<file path="src/pcmrc_pkg.sv">
// pcmrc_pkg: shared types and constants for the 2:3 / 3:2 pcm rate converter
// used by pcmrc_calc, pcm_rate_converter_2to3_3to2_core and pcmrc_checker
// no dependencies
`default_nettype none

package pcmrc_pkg;

   // sample width of the pcm stream
   localparam int SAMPLE_BITS = 16;

   // convert_mode codes
   localparam logic MODE_UP   = 1'b0;
   localparam logic MODE_DOWN = 1'b1;

   // phase codes within a pair or group
   localparam logic [1:0] PHASE_0 = 2'd0;
   localparam logic [1:0] PHASE_1 = 2'd1;
   localparam logic [1:0] PHASE_2 = 2'd2;

   // result counts per input beat
   localparam logic [1:0] COUNT_NONE = 2'd0;
   localparam logic [1:0] COUNT_ONE  = 2'd1;
   localparam logic [1:0] COUNT_TWO  = 2'd2;

   // divide by three as multiply by reciprocal: magnitudes below 2^(SAMPLE_BITS+1)
   // stay exact with shift SAMPLE_BITS+2 and a rounded-up multiplier
   localparam int DIV3_SHIFT = SAMPLE_BITS + 2;
   localparam int DIV3_FULL  = ((2 ** DIV3_SHIFT) + 2) / 3;
   localparam logic [SAMPLE_BITS:0] DIV3_MULT = DIV3_FULL[SAMPLE_BITS:0];

   typedef logic signed [SAMPLE_BITS-1:0] sample_type;

   typedef struct packed {
      logic signed [SAMPLE_BITS-1:0] sample_in;
      logic                          block_end;
   } req_type;

   typedef struct packed {
      logic signed [SAMPLE_BITS-1:0] sample_out;
      logic                          last_of_block;
   } rsp_type;

   // converter state carried between beats
   typedef struct packed {
      logic [1:0] phase;
      sample_type held_first;
      sample_type held_second;
   } conv_state_type;

   // what one input beat produces
   typedef struct packed {
      logic [1:0]     count;
      rsp_type        first;
      rsp_type        second;
      conv_state_type next_state;
   } calc_result_type;

endpackage

`default_nettype wire

</file>
<file path="src/pcmrc_calc.sv">
// pcmrc_calc: combinational datapath for one input beat of the rate converter
// computes up to two results and the next phase and held samples
// depends on pcmrc_pkg
`default_nettype none

module pcmrc_calc
   import pcmrc_pkg::*;
(
   input  wire logic            mode,
   input  conv_state_type       state,
   input  req_type              item,
   output calc_result_type      result
);

   localparam int W = SAMPLE_BITS;

   // signed divide by three, truncating toward zero
   function automatic sample_type div3(input logic [W+1:0] s);
      logic            neg;
      logic [W+1:0]    mag_full;
      logic [W:0]      mag;
      logic [2*W+1:0]  prod;
      logic [W:0]      q;
      logic [W:0]      q_signed;
      neg      = s[W+1];
      mag_full = neg ? (~s + 1'b1) : s;
      mag      = mag_full[W:0];
      prod     = {{(W+1){1'b0}}, mag} * {{(W+1){1'b0}}, DIV3_MULT};
      q        = prod[DIV3_SHIFT +: (W+1)];
      q_signed = neg ? (~q + 1'b1) : q;
      return q_signed[W-1:0];
   endfunction

   logic [W+1:0] sum_hx2;
   logic [W+1:0] sum_h2x;
   logic [W+1:0] div3_arg;
   sample_type   div3_q;
   logic [W:0]   sum_pair;
   logic [W:0]   sum_pair_adj;
   sample_type   mean_q;
   sample_type   x;
   logic         blk_end;

   assign x       = item.sample_in;
   assign blk_end = item.block_end;

   // interpolation sums: h + 2x and 2h + x
   assign sum_hx2 = {{2{state.held_first[W-1]}}, state.held_first} + {x[W-1], x, 1'b0};
   assign sum_h2x = {state.held_first[W-1], state.held_first, 1'b0} + {{2{x[W-1]}}, x};

   // one shared divide by three, phase picks the sum
   assign div3_arg = (state.phase == PHASE_2) ? sum_h2x : sum_hx2;
   assign div3_q   = div3(div3_arg);

   // mean of two samples, truncating toward zero
   assign sum_pair     = {state.held_second[W-1], state.held_second} + {x[W-1], x};
   assign sum_pair_adj = sum_pair + {{W{1'b0}}, sum_pair[W]};
   assign mean_q       = sum_pair_adj[W:1];

   // phase sequencing and result selection
   always_comb begin
      result                        = '0;
      result.count                  = COUNT_NONE;
      result.next_state             = state;
      if (mode == MODE_UP) begin
         unique case (state.phase)
            PHASE_1: begin
               result.first.sample_out = div3_q;
               if (blk_end) begin
                  result.count                    = COUNT_TWO;
                  result.second.sample_out        = x;
                  result.second.last_of_block     = 1'b1;
                  result.next_state.phase         = PHASE_0;
               end else begin
                  result.count                    = COUNT_ONE;
                  result.next_state.held_first    = x;
                  result.next_state.phase         = PHASE_2;
               end
            end
            PHASE_2: begin
               result.count                    = COUNT_TWO;
               result.first.sample_out         = div3_q;
               result.second.sample_out        = x;
               result.second.last_of_block     = blk_end;
               result.next_state.held_first    = x;
               result.next_state.phase         = blk_end ? PHASE_0 : PHASE_1;
            end
            default: begin
               result.count                    = COUNT_ONE;
               result.first.sample_out         = x;
               result.first.last_of_block      = blk_end;
               result.next_state.held_first    = x;
               result.next_state.phase         = blk_end ? PHASE_0 : PHASE_1;
            end
         endcase
      end else begin
         unique case (state.phase)
            PHASE_1: begin
               result.next_state.held_second   = x;
               result.next_state.phase         = blk_end ? PHASE_0 : PHASE_2;
            end
            PHASE_2: begin
               result.count                    = COUNT_TWO;
               result.first.sample_out         = state.held_first;
               result.second.sample_out        = mean_q;
               result.second.last_of_block     = blk_end;
               result.next_state.phase         = PHASE_0;
            end
            default: begin
               result.next_state.held_first    = x;
               result.next_state.phase         = blk_end ? PHASE_0 : PHASE_1;
            end
         endcase
      end
   end

endmodule

`default_nettype wire

</file>
<file path="src/pcm_rate_converter_2to3_3to2_core.sv">
// pcm_rate_converter_2to3_3to2_core: top level of the 2:3 / 3:2 pcm rate converter
// input register, pcmrc_calc datapath, two-entry result register
// depends on pcmrc_pkg and pcmrc_calc
//
//   channel | direction | payload   | handshake
//   req     | in        | req_type  | req_valid / req_ready
//   rsp     | out       | rsp_type  | rsp_valid / rsp_ready
//   csr     | in        | 1 bit     | csr_valid / csr_ready (always ready)
//
// an accepted beat waits in the input register until its results can load the result
// register, which drives rsp; beats with zero or one result go at one per cycle while
// rsp is ready, a beat with two results holds the next until its first is taken, as the
// single rsp port drains the two-entry result register one beat a cycle
// reset clears mode, phase, held samples and both valid states
// a stalled rsp holds its beat; req keeps accepting while the input register can move
`default_nettype none

module pcm_rate_converter_2to3_3to2_core
   import pcmrc_pkg::*;
(
   input  wire logic clock,
   input  wire logic reset,
   input  wire logic req_valid,
   output logic      req_ready,
   input  req_type   req_data,
   output logic      rsp_valid,
   input  wire logic rsp_ready,
   output rsp_type   rsp_data,
   input  wire logic csr_valid,
   output logic      csr_ready,
   input  wire logic csr_data
);

   logic            mode_ff, mode_in;
   conv_state_type  state_ff, state_in;
   logic            in_valid_ff, in_valid_in;
   req_type         in_data_ff;
   logic [1:0]      out_count_ff, out_count_in;
   rsp_type         slot0_ff, slot0_in;
   rsp_type         slot1_ff, slot1_in;
   calc_result_type calc_res;
   logic            fire;
   logic            csr_write;
   logic            rsp_take;

   pcmrc_calc u_calc (
      .mode   (mode_ff),
      .state  (state_ff),
      .item   (in_data_ff),
      .result (calc_res)
   );

   // handshakes
   assign csr_ready = 1'b1;
   assign csr_write = csr_valid && csr_ready;
   assign rsp_take  = rsp_valid && rsp_ready;
   assign fire      = in_valid_ff &&
                      ((out_count_ff == COUNT_NONE) ||
                       ((out_count_ff == COUNT_ONE) && rsp_ready));
   assign req_ready = !in_valid_ff || fire;
   assign rsp_valid = (out_count_ff != COUNT_NONE);
   assign rsp_data  = slot0_ff;

   // input register
   assign in_valid_in = req_ready ? req_valid : in_valid_ff;

   // mode and converter state, a mode write restarts the phase
   always_comb begin
      mode_in  = mode_ff;
      state_in = state_ff;
      if (fire) begin
         state_in = calc_res.next_state;
      end
      if (csr_write) begin
         mode_in        = csr_data;
         state_in.phase = PHASE_0;
      end
   end

   // result register: load on fire, else shift out one beat per take
   always_comb begin
      out_count_in = out_count_ff;
      slot0_in     = slot0_ff;
      slot1_in     = slot1_ff;
      if (fire) begin
         out_count_in = calc_res.count;
         slot0_in     = calc_res.first;
         slot1_in     = calc_res.second;
      end else if (rsp_take) begin
         out_count_in = out_count_ff - 2'd1;
         slot0_in     = slot1_ff;
      end
   end

   // control and state registers
   always_ff @(posedge clock) begin
      if (reset) begin
         mode_ff      <= MODE_UP;
         state_ff     <= '0;
         in_valid_ff  <= 1'b0;
         out_count_ff <= COUNT_NONE;
      end else begin
         mode_ff      <= mode_in;
         state_ff     <= state_in;
         in_valid_ff  <= in_valid_in;
         out_count_ff <= out_count_in;
      end
   end

   // payload registers
   always_ff @(posedge clock) begin
      if (req_ready) begin
         in_data_ff <= req_data;
      end
      slot0_ff <= slot0_in;
      slot1_ff <= slot1_in;
   end

endmodule

`default_nettype wire

</file>
<file path="config.mk">
export PLATFORM = sky130hd
export DESIGN_NAME = pcm_rate_converter_2to3_3to2_core
export DESIGN_NICKNAME = d
export VERILOG_FILES = /design/src/pcmrc_pkg.sv /design/src/pcmrc_calc.sv /design/src/pcm_rate_converter_2to3_3to2_core.sv
export SDC_FILE = /design/constraint.sdc
export NUM_CORES = 1
export LEC_CHECK = 0
export ABC_AREA = 1
export BUFFER_PORTS_ARGS = -buffer_cell sky130_fd_sc_hd__buf_2
export CORE_MARGIN = 5
export CORE_UTILIZATION = 45
export CTS_CLUSTER_SIZE = 24
export DETAILED_ROUTE_END_ITERATION = 7
export PLACE_DENSITY = 0.67
export SLEW_MARGIN = 15
export SYNTH_ARGS = -nofsm -noshare
export SYNTH_HDL_FRONTEND = slang
export SYNTH_SLANG_ARGS = --single-unit
export TNS_END_PERCENT = 1
</file>
<file path="constraint.sdc">
create_clock -name clock -period 8.5 [get_ports clock]
set_input_delay 0.425 -clock clock [delete_from_list [all_inputs] [get_ports clock]]
set_output_delay 0.425 -clock clock [all_outputs]
set_load 0.005 [all_outputs]
</file>
* Word level (Yosys, flattened, before mapping)
Cells that the tools add are included.
** Storage, ports and cells
- Latch bits :: 0
- Word-level logic and storage cells :: 63
- Memories :: 0
- ROM bits :: 0
- Bits in registers :: 89
- Memory bits (writable) :: 0
** Operators by class
- Div/mod/pow operators :: 0
- Eq/ne operators :: 5
- Magnitude comparators :: 0
- Mux-type cells :: 23
- Reductions and logical operators :: 13
- Shift operators :: 0
- Multiply operators :: 1
- $add $sub $neg :: 7
- Bitwise operators :: 2
** Operator list (number)
- two-way mux 17 bit :: 5
- two-way mux 18 bit :: 4
- two-way mux 16 bit :: 3
- one-hot mux 18 bit (2 select lines) :: 1
- two-way mux 35 bit :: 1
- one-hot mux 17 bit (2 select lines) :: 1
- multiplier 17 x 16 -> 33 bit, second input constant :: 1
- adder 16 x 17 -> 18 bit :: 1
- adder 17 x 16 -> 18 bit :: 1
- adder 16 x 16 -> 17 bit :: 1
- adder 17 x 1 -> 17 bit :: 1
- adder 17 x 1 -> 17 bit, second input constant :: 1
- NOT 17 bit :: 1
- adder 16 x 1 -> 16 bit, second input constant :: 1
- NOT 16 bit :: 1
- two-way mux 2 bit :: 4
- AND reduction 3 bit :: 2
- equality test 2 x 1 -> 1 bit, second input constant :: 2
- one-hot mux 2 bit (2 select lines) :: 1
- nonzero test 2 bit :: 2
- OR reduction 2 bit :: 2
- logical AND 1 bit :: 3
- two-way mux 1 bit :: 3
- inequality test 3 bit, second input constant :: 1
- other kinds (6) :: 7

* Depth between registers and ports, before layout
- Depth in word-level cells :: 12
- Mapped depth :: 51
- Depth with buffers taken out :: 51

* By module
From an unflattened synthesis, not the netlist that was laid out.
** Unflattened totals
- Cells, all modules :: 1897
- Area total of the unflattened synthesis :: 13367.8 um2
** Modules (own cells, without submodules)
- pcmrc_calc :: area an instance 10196.0 um2, instances 1, cells an instance 1608
- pcm_rate_converter_2to3_3to2_core :: area an instance 3171.8 um2, instances 1, cells an instance 289

* Least setup slack after synthesis
No wires, ideal clock.
- Kind :: register to register
- Start point :: register in_data_ff[2] (netlist name)
- End point :: register slot0_ff (netlist bit rsp_data[14]) (data pin)
- Slack :: 0.307 ns
- Cell stages (with the launch flop) :: 44
- Arrival time :: 7.929 ns
- Cell sequence :: edfxtp_1 > ha_1 > inv_1 > fa_1 > or2_1 > o21ai_2 > nand3b_1 > nor2_1 > nand2_1 > nor2_1 > nand3_1 > or3_1 > nor2_1 > nand4_1 > o31ai_1 > xor2_1 > ha_1 > ha_1 > [... 8 more ...] > ha_1 > nand2_1 > nor2_1 > inv_1 > nor2_1 > and3_1 > nand4_1 > nand2_2 > xor2_2 > nand3_2 > nor2_2 > nand2_2 > nor2_4 > nand2_2 > nand2_4 > nand3_1 > nand3_1 > a21oi_2
** RTL lines
- start, declared :: RTL line pcm_rate_converter_2to3_3to2_core.sv:37 : req_type in_data_ff;
- start signal, assigned :: RTL line pcm_rate_converter_2to3_3to2_core.sv:113 : in_data_ff <= req_data;
- end signal, assigned :: RTL line pcm_rate_converter_2to3_3to2_core.sv:115 : slot0_ff <= slot0_in;
- end, declared :: RTL line pcm_rate_converter_2to3_3to2_core.sv:39 : rsp_type slot0_ff, slot0_in;

==> results by stage <==
Run:
- Across the run, the number of max-cap violations was 0.

Logic synthesis:
- The most used standard cell by instance count after synthesis is inv_1.
- The portion of netlist area occupied by mux cells is less than 1%.
- Yosys printed 0 warnings.
- The top cell type's share of synthesized area is a little under a fifth.
- The area fraction in and, or, nand and nor cells after synthesis is between 10% and 20%.
- After synthesis the cells add up to roughly 0.013 mm^2.
- The number of flops mapped to enable cells by yosys is roughly 50.
- Summed over all instances, the cell type with the most area after synthesis is ha_1.
- The cell count after synthesis came out at between 1500 and 2000.
- The synthesized netlist devotes 3.53% of its cell area to XOR and XNOR gates.
- The number of different library cells used by synthesis comes to 52.
- In the synthesized netlist the async set-or-reset flop fraction comes to 0%.
- By area, the combinational part of the netlist is dominated by adder cells.
- Yosys attributes the largest share of cell area to ha_1 (18%), fa_1 (14%), edfxtp_1 (12%).
- The post-synthesis sequential area ratio is between 15 and 20%.
- The commonest cells after synthesis are inv_1 (383), nand2_1 (287), ha_1 (182).
- The average instance in the mapped netlist occupies about 7.4 um^2.
- In the synthesized netlist the dominant register cell turns out to be edfxtp_1.
- The synthesized netlist devotes around a third of its cell area to adder and majority cells.
- Counting flops and latches in the post-synthesis netlist gives 89.
- The net count after synthesis is between 1500 and 2000.
- The synthesized netlist devotes between 10% and 20% of its cell area to compound gates.

CTS:
- The clock tree synthesis step divided the H-tree into 3 levels.
- CTS placed an instance of clkbuf_16 at the clock tree root.
- The TritonCTS clock tree is built.
- The maximum root-to-sink buffer count is 2.
- The post-cts hold buffer count is 0.
- The total CTS buffers is 9.
- After clock tree synthesis, the clock-pin slew on the worst setup and hold paths is around 0.07 ns.
- The clock latency reported for the late side of the worst-skew pair is between 0.3 and 0.4 ns.
- The TritonCTS sink count is approximately 90.

STA:
- The routed design could run at a clock period as short as 8.31 ns.
- The normalized max-slew margin is 18.9%.
- The number of failing hold endpoints at the final stage is 0.
- The transition time at the pin with the least slew margin is 1.21 ns.
- Setup repair after global routing could not meet its margin everywhere.
- The highest achievable clock rate is about 120 MHz.
- On the final layout, the worst clock skew is between 0.009 and 0.01 ns.
- The number of max-slew violations in the final report is 0.
- Hold timing on the final database bottoms out at a slack of 0.237 ns.
- The post-route clock period utilization is a little over nine tenths.
- Setup violations remaining at the end of the flow were counted as 0.

Drt:
- The final layout contains routed wiring with a total length of 36900 um.
- The number of DRC markers in iteration 0 is approximately 850.
- Once detail routing completed, the nets flagged for antenna violations numbered 0.
- The first-pass iteration count of the detailed router is 5.
- In the final routed layout, each cell accounts on average for ~17 um.
- The via count is approximately 12000.
- For this run, design rule violations remaining after detail routing come to 0.
- Dividing the detail-routed via count by the number of cells gives 5.29.

Floorplanning:
- 43 I/O pins were placed.
- The die is around 180 um tall.
- After floorplanning, the core was divided into 61 placement rows.
- The die outline area is 0.0313 mm^2.
- The region available for standard cell placement spans around 0.028 mm^2.
- The initial cell density of the core is 45.4%.
- The die width is 177 um.

Final layout:
- Cells with a size suffix above 1 make up 16.7% of the layout.
- Compared with the post-synthesis result, the final layout area differs by 18.0%.
- The final-layout fill cell count is 2625.
- For this run, the post-layout net count is 2109.
- The number of antenna repair diodes is 0.

Critical path:
- Broken down by cell family, the worst path's largest delay share belongs to adder cells.
- The total buffers and inverters traversed by the critical path is 8.
- The worst setup path is launched from a flop.
- For the worst setup path, the data arrival time is between 8 and 9 ns.
- The critical path data required time is slightly below 9 ns.
- The worst setup path is of the flop to flop kind.
- For this run, the slowest stage of the critical path takes between 0.5 and 0.6 ns.
- In this run the worst path has a maximum fanout of 6.
- The sort of element at the end of the critical path is a flop.
- The slowest cell on the critical path is fa_1.

Placed design:
- The detailed placement HPWL is 30100 um.
- Buffers placed on the I/O ports in this run total a little over 40.
- The congestion estimate from routability-driven global placement came to approximately 0.95.

GRT:
- The via count of the first global-routing pass is around 11000.
- The residual overflow from global routing is 0.
- The number of antenna violations at the first check in global routing is 1.
- The first-pass GRT wire length is between 50000 and 60000 um.
- In the global route stage, overall resource usage came out at 23.1%.
- The largest net degree at the start of global routing is 43.

Worst hold path:
- The path category of the worst min-delay check is primary input to flop.

Run status:
- The run finished with clean final reports.
[through the flow]
| stage | cells | worst slack (ns) | TNS (ns) | cell area (um^2) | util (%) |
|---|---|---|---|---|---|
| detailed placement | 2153 | -0.142 | -0.692 | 13600 | 49.3 |
| floorplan | 1695 | 0.307 | 0 | 12500 | - |
| global placement | 2153 | -0.106 | -0.438 | 13600 | 49.3 |
| CTS | 2170 | 0.0280 | 0 | 13900 | 50.5 |
| global route | 2199 | -0.171 | -1.13 | 14800 | 53.5 |
| finish | 2199 | 0.193 | 0 | 14800 | 53.5 |
[flip-flops by register name (all words and copies together) (netlist names)]
name and flops:
rsp_data 17, in_data_ff 17, slot1_ff 17, state_ff 34, mode_ff 1, out_count_ff 2, in_valid_ff 1
[worst paths after layout]
| kind | end | slack [ns] | depth (start not counted) | startpoint |
|---|---|---|---|---|
| max | rsp_data[13] | 0.19 | 42 | in_data_ff[3] |
| min | in_valid_ff | 0.24 | 2 | reset |
| max reg2reg | rsp_data[13] | 0.19 | 42 | in_data_ff[3] |
| min reg2reg | state_ff[11] | 0.45 | 2 | state_ff[11] |
[worst reg2reg max path, delay by kind of cell, from the launching register on]
family / cells / cell delay (ns)
AOI/OAI and AO/OA: 5 / 1.08
xor gates and xnor gates: 2 / 0.43
buffers and inverters: 8 / 0.65
and+or+nand+nor: 19 / 2.41
DFF: 1 / 0.45
adders and majority gates: 8 / 3.12
[cell type report]
type                    instances  area, um^2  share of cell area [%]
multi-input cells            1194        9340                    63.1
flip-flops and latches         89        2300                    15.5
inverters                     386        1450                    9.81
repair buffers                136         930                    6.28
well taps                     378         473                    3.20
clock buffers                   9         225                    1.52
clock inverters                 7        76.3                   0.516
[cell usage in the layout (no fill, tap or decap), types with 9 or more instances in the layout]
| master | n |
|---|---|
| o21ai_0 | 88 |
| nand3_2 | 14 |
| inv_2 | 12 |
| nand3_1 | 67 |
| a221oi_1 | 16 |
| clkbuf_16 | 9 |
| nor3_1 | 15 |
| xor2_1 | 28 |
| o22ai_1 | 9 |
| a21oi_2 | 11 |
| fa_1 | 85 |
| edfxtp_1 | 51 |
| buf_2 | 41 |
| nand4_1 | 11 |
| ha_4 | 17 |
| nor2_1 | 97 |
| a21oi_1 | 123 |
| xnor2_1 | 11 |
| ha_1 | 160 |
| inv_1 | 371 |
| nand2_1 | 273 |
| nand2_2 | 26 |
| nor2_2 | 9 |
| nor2_4 | 11 |
| buf_4 | 92 |
| dfxtp_1 | 35 |
| a31oi_1 | 18 |
[per-layer routing]
layer  up-vias  track usage [%]  routed length, um
met2       360             39.3              17500
met4         2             7.80               1230
met3        76             3.01               2050
met5         -                0                 12
li1       5738                -                  -
met1      5464             30.3              16000
[what timing repair did]
action / 4_1_cts / 5_1_grt
pin swaps: 1 / 72
gates resized for setup: 8 / 136
buffers inserted: 1 / 29
setup endpoints to repair: 8 / 15
[cell families (layout without fill, tap and decap cells)]
logic type,Yosys count,count (layout)
buffers and inverters,412,538
other,1,1
and+or+nand+nor,552,552
xor gates and xnor gates,48,48
DFF,89,89
muxes,1,1
adders and majority gates,270,270
AOI/OAI and AO/OA,322,322
Power is left out: the tool's default activity adds up to more than one toggle a clock period on the data nets, which glitch-free logic cannot reach.
